<file path="src/rtl/nccd_pkg.sv">
// shared types, constants and helpers for the nearest-grid-point deposit core
// no dependencies
package nccd_pkg;

	localparam int INTERIOR_CELLS_DEF = 16;
	localparam int GHOST_CELLS_DEF    = 2;
	localparam int THREE_D_DEF        = 1;
	localparam int SPECIES_COUNT_DEF  = 2;

	localparam int WORD_W      = 32;
	localparam int ACC_W       = 48;
	localparam int CELL_W      = 7;   // holds any cell index up to 71
	localparam int CELL_IN_W   = 5;
	localparam int CELL_ADDR_W = 19;  // holds any flat cell address up to 72^3-1
	localparam int PADDR_W     = 5;
	localparam int REG_COUNT   = 8;

	typedef enum logic [1:0] {
		MODE_DEPOSIT = 2'd0,
		MODE_READ    = 2'd1,
		MODE_CLEAR   = 2'd2,
		MODE_NONE    = 2'd3
	} mode_t;

	typedef enum logic [2:0] {
		REG_ORIGIN_X = 3'd0,
		REG_ORIGIN_Y = 3'd1,
		REG_ORIGIN_Z = 3'd2,
		REG_INV_X    = 3'd3,
		REG_INV_Y    = 3'd4,
		REG_INV_Z    = 3'd5,
		REG_CHARGE_A = 3'd6,
		REG_CHARGE_B = 3'd7
	} reg_idx_t;

	typedef enum logic [1:0] {
		OP_DEPOSIT,
		OP_READ,
		OP_READ_ZERO,
		OP_CLEAR
	} op_t;

	typedef enum logic [1:0] {
		F_IDLE,
		F_MUL,
		F_ADDR
	} front_state_t;

	typedef enum logic [1:0] {
		B_CLEAR,
		B_IDLE,
		B_EXEC
	} back_state_t;

	typedef struct packed {
		logic signed [2:0][WORD_W-1:0] origin;
		logic        [2:0][WORD_W-1:0] inv_cell;
		logic signed [1:0][WORD_W-1:0] charge;
	} cfg_t;

	typedef struct packed {
		op_t                     op;
		logic [CELL_ADDR_W-1:0]  addr;
		logic signed [ACC_W-1:0] charge;
		logic signed [ACC_W-1:0] cur_x;
		logic signed [ACC_W-1:0] cur_y;
		logic signed [ACC_W-1:0] cur_z;
	} job_t;

	// queue status seen by both sides
	typedef struct packed {
		logic full;
		logic empty;
	} q_stat_t;

	// saturating add of two q32.16 accumulators
	function automatic logic signed [ACC_W-1:0] sat_add(input logic signed [ACC_W-1:0] a,
			input logic signed [ACC_W-1:0] b);
		logic signed [ACC_W:0] s;
		s = {a[ACC_W-1], a} + {b[ACC_W-1], b};
		if (s[ACC_W] != s[ACC_W-1]) begin
			sat_add = s[ACC_W] ? {1'b1, {(ACC_W-1){1'b0}}} : {1'b0, {(ACC_W-1){1'b1}}};
		end else begin
			sat_add = s[ACC_W-1:0];
		end
	endfunction

endpackage

</file>
<file path="src/rtl/nccd_fifo.sv">
// two-entry queue of decoded jobs between front and back
// depends on nccd_pkg
module nccd_fifo (
	input  logic              clk,
	input  logic              arst_n,
	input  logic              push,
	input  nccd_pkg::job_t    push_job,
	input  logic              pop,
	output nccd_pkg::job_t    head,
	output nccd_pkg::q_stat_t qs
);
	import nccd_pkg::*;

	job_t       ent_q [2];
	logic       wp_q, rp_q;
	logic [1:0] cnt_q;

	assign head     = ent_q[rp_q];
	assign qs.full  = (cnt_q == 2'd2);
	assign qs.empty = (cnt_q == 2'd0);

	// entry storage
	always_ff @(posedge clk) begin
		if (push) begin
			ent_q[wp_q] <= push_job;
		end
	end

	// pointers and fill count
	always_ff @(posedge clk or negedge arst_n) begin
		if (!arst_n) begin
			wp_q  <= 1'b0;
			rp_q  <= 1'b0;
			cnt_q <= 2'd0;
		end else begin
			if (push) begin
				wp_q <= ~wp_q;
			end
			if (pop) begin
				rp_q <= ~rp_q;
			end
			cnt_q <= cnt_q + 2'(push) - 2'(pop);
		end
	end
endmodule

</file>
<file path="config.mk">
export PLATFORM = sky130hd
export DESIGN_NAME = nccd_fifo
export DESIGN_NICKNAME = d
export VERILOG_FILES = /design/src/rtl/nccd_pkg.sv /design/src/rtl/nccd_fifo.sv
export SDC_FILE = /design/constraint.sdc
export NUM_CORES = 1
export LEC_CHECK = 0
export BUFFER_PORTS_ARGS = -buffer_cell sky130_fd_sc_hd__buf_2
export CAP_MARGIN = 20
export CORE_MARGIN = 10
export CORE_UTILIZATION = 47
export CTS_CLUSTER_SIZE = 14
export DETAILED_ROUTE_END_ITERATION = 10
export GPL_TIMING_DRIVEN = 0
export PLACE_DENSITY = 0.76
export SETUP_SLACK_MARGIN = 0.3
export SLEW_MARGIN = 20
export SYNTH_ARGS = -nofsm -noshare
export SYNTH_HDL_FRONTEND = slang
export SYNTH_SLANG_ARGS = --single-unit
</file>
<file path="constraint.sdc">
create_clock -name clk -period 10.1 [get_ports clk]
set_input_delay 1.515 -clock clk [delete_from_list [all_inputs] [get_ports clk]]
set_output_delay 1.515 -clock clk [all_outputs]
set_load 0.01 [all_outputs]
</file>
==> impl_summary.md <==
Status
The run finished with clean final reports.

Routing
The average wire length per cell after detail routing is 21.9 um. The detailed router placed 8054 vias in this run. In this run the remaining antenna-violating nets after routing total 0. For this block, the initial DRC count from the detailed router was 310. The per-cell via count in the routed design is just under 5. Before antenna repair, the detailed router went through 5 iterations.

The detailed-route DRC error count is 0. The wire length after detailed routing is 36.2 mm.

Synth
After synthesis the netlist holds a flip-flop and latch count of 430. The number of instances in the synthesized netlist is between 600 and 700. The number of synthesis warnings is 0. The commonest cells after synthesis are sky130_fd_sc_hd__edfxtp_1 (426), sky130_fd_sc_hd__mux2_4 (160), sky130_fd_sc_hd__mux2_2 (53). Summing every instance area after synthesis gives 16200 um^2.

Sorting the synthesized cells by area gives the leading types as sky130_fd_sc_hd__edfxtp_1 (79%), sky130_fd_sc_hd__mux2_4 (15%), sky130_fd_sc_hd__mux2_2 (3.7%). The cell with the most instances after synthesis is sky130_fd_sc_hd__edfxtp_1. Dividing the synthesized area by the synthesized cell count gives ~24 um^2. Yosys mapped the design onto 13 distinct sky130hd cell types. The most used flip-flop cell after synthesis is sky130_fd_sc_hd__edfxtp_1. The sequential cell area fraction in the yosys report is 79.5%.

When the netlist entered floorplanning its net count stood at 897. Summed over its instances, the top area cell type makes up 78.8% of the synthesized netlist area. The synthesized design spends more area on one cell type than any other, namely sky130_fd_sc_hd__edfxtp_1. The number of synthesized flops with an enable pin is 426. The share of flip-flops with an asynchronous set or reset after synthesis is less than 1%.

Floorplanning
The floorplan step set the die width to 206 um. The floorplan has 67 rows. In this run the count of I/O pins placed on the die edge is 432.

Measured along the y axis, the die boundary spans 206 um. The floorplan step defined a die boundary enclosing 42400 um^2. The floorplan step defined a core boundary enclosing 33800 um^2. Once the floorplan was initialized, standard cells occupied 48.0% of the core.

Cells and area
The area growth from synthesis to layout is 27.1%. Of the cells placed in the final design, the portion with a size suffix greater than 1 is 61.7%. After the last flow step, the layout net total stands at roughly 1400.

The filler cell count is between 2000 and 2500.

Timing
The total count of max-transition violations in the final report was 0. After routing, the total negative slack on setup checks comes to 0 ps. Setup repair after global routing left no endpoint under its margin. Across all setup checks in the final design, the least slack found is 6700 ps.

The final hold violation count is 0. The headroom to the max-slew limit is 65.5%. The highest achievable clock rate is 294 MHz. For the final database, setup skew stands at 14.6 ps.

At the pin with the least slew margin, the transition time is roughly 520 ps. The final critical path takes up around a third of the cycle. For the finished layout, the period the worst path requires is between 3000 and 4000 ps. The number of setup violations in the final report is 0.

Clock tree
After clock tree synthesis, the clock-pin slew on the worst setup and hold paths is 60 ps. TritonCTS built the clock tree. Buffers inserted to repair hold after CTS numbered 0. The clock sink count is between 400 and 500.

The number of instances resized during post-cts repair is 0. The number of H-tree levels is 2. Once the clock tree was built, the setup fixing pass inserted 0 buffers. The root buffer cell chosen for the clock tree is sky130_fd_sc_hd__clkbuf_16.

The clock reaches the later pin of the worst-skew pair after 520 ps. No sink is reached through more buffers than the 3 on the longest clock path. The number of buffers created by CTS is 43.

Power
The internal power component is 4210 uW. The part of the power in combinational logic is 33.5%. Per report_power, the clock group accounts for 25.0% of the total. The leakage dissipation is 0.00825 uW. The fraction of power consumed by sequential logic is between 40% and 50%. The power spent charging and discharging nets is ~1700 uW.

Net switching is between 20 and 30% of the power. Dividing total power by cell area gives a power density of between 200 and 300 nW/um^2. The maximum VDD drop is roughly 200 uV.

Job
The tool flagged a number of max-cap violations equal to 0.

GRT
Entering global routing, the biggest net connects 54 pins. For this run, the total global-route usage over all layers was measured as 16.3%. The number of global-route vias before repair is roughly 8700. The wire length of the first global-routing pass is 52.4 mm. After global routing the overflow that remains totals 0. The initial antenna violation count came to 9.

Place
The HPWL after detailed placement is 26.9 mm. The pre-CTS setup slack is 6570 ps. Buffers placed on the I/O ports in this run total 431. The global placer's final weighted congestion is 0.731.

Critical path
The critical path in this run is classified as flop to output pin. STA classifies the critical path endpoint as an output pin. The required time at the worst-slack endpoint is 8590 ps. Data arrives at the worst endpoint at 1890 ps. STA classifies the critical path startpoint as a flop. In this run the worst path has a maximum fanout of 10.

Min path
The path class of the tightest hold or removal check is flop to flop.
sequential cells by signal (all words and copies together), names as in the netlist:
| name | count |
|---|---|
| rp_q | 1 |
| ent_q | 426 |
| cnt_q | 2 |
| wp_q | 1 |
layer usage:
metal | GRT usage, % | share of wire (%) | wire length [um]
met5 | 0 | 0.19 | 69
met4 | 5.34 | 2.6 | 942
met3 | 5.03 | 8.0 | 2880
met2 | 30.0 | 54 | 19700
met1 | 17.3 | 35 | 12600
layout make-up:
cell class | count | area (um^2) | share of cell area [%]
Sequential cell | 430 | 12900 | 62.5
Multi-Input combinational cell | 222 | 3100 | 15.0
Timing Repair Buffer | 445 | 2510 | 12.2
Clock buffer | 56 | 1170 | 5.66
Tap cell | 448 | 561 | 2.72
Buffer | 24 | 239 | 1.16
Clock inverter | 18 | 135 | 0.655
Antenna cell | 4 | 10.0 | 0.0485
Inverter | 2 | 7.51 | 0.0364
kinds of logic after synthesis:
| group | synth area share, % |
|---|---|
| flops | 79.5 |
| mux | 18.5 |
| buf+inv | 1.52 |
| simple gates | 0.139 |
| xor+xnor | 0.254 |
| fa+ha+maj | 0.154 |
critical path, stage by stage, from the launching register on:
cell and delay (ps):
sky130_fd_sc_hd__dfrtp_1 330, sky130_fd_sc_hd__buf_6 120, sky130_fd_sc_hd__buf_6 200, sky130_fd_sc_hd__buf_6 210, sky130_fd_sc_hd__mux2_4 320, sky130_fd_sc_hd__buf_2 150
per-stage QoR:
step	hold slack, ps	cell area, um^2	util (%)	total power (uW)	std cells
4_1_cts	558	20600	61.0	5970	1645
3_5_place_dp	548	19300	57.2	4480	1571
6_report	552	20600	61.0	5880	1649
5_1_grt	597	20600	61.0	6150	1649
2_1_floorplan	473	16200	-	3780	678
3_3_place_gp	486	18900	56.1	4490	1557
worst paths after layout:
path                        start       endpoint  slack, ps  depth (start not counted)
setup reg to reg             wp_q  ent_q[0][122]       7850                          6
hold / removal               wp_q           wp_q        550                          1
setup / recovery             rp_q       head[83]       6700                          5
hold reg to reg              wp_q           wp_q        550                          1
max in group asynchronous  arst_n           rp_q       9180                          1
min in group asynchronous  arst_n       cnt_q[0]        790                          1
placed cells by master (no fill, tap or decap), types with 4 or more instances in the layout:
| cell type | instances |
|---|---|
| sky130_fd_sc_hd__buf_12 | 4 |
| sky130_fd_sc_hd__buf_16 | 10 |
| sky130_fd_sc_hd__buf_2 | 436 |
| sky130_fd_sc_hd__buf_6 | 19 |
| sky130_fd_sc_hd__clkbuf_1 | 11 |
| sky130_fd_sc_hd__clkbuf_16 | 45 |
| sky130_fd_sc_hd__clkinv_1 | 9 |
| sky130_fd_sc_hd__clkinv_2 | 5 |
| sky130_fd_sc_hd__dfrtp_1 | 4 |
| sky130_fd_sc_hd__diode_2 | 4 |
| sky130_fd_sc_hd__edfxtp_1 | 426 |
| sky130_fd_sc_hd__mux2_2 | 53 |
| sky130_fd_sc_hd__mux2_4 | 160 |
power groups by stage:
| stage | combinational [uW] | clock (uW) | sequential, uW |
|---|---|---|---|
| global placement | 1900 | 0 | 2590 |
| global route | 2100 | 1580 | 2470 |
| finish | 1970 | 1470 | 2440 |
| floorplan | 1240 | 0 | 2540 |
| CTS | 2010 | 1510 | 2440 |
| detailed placement | 2010 | 0 | 2480 |
(Power assumes the default switching activity.)
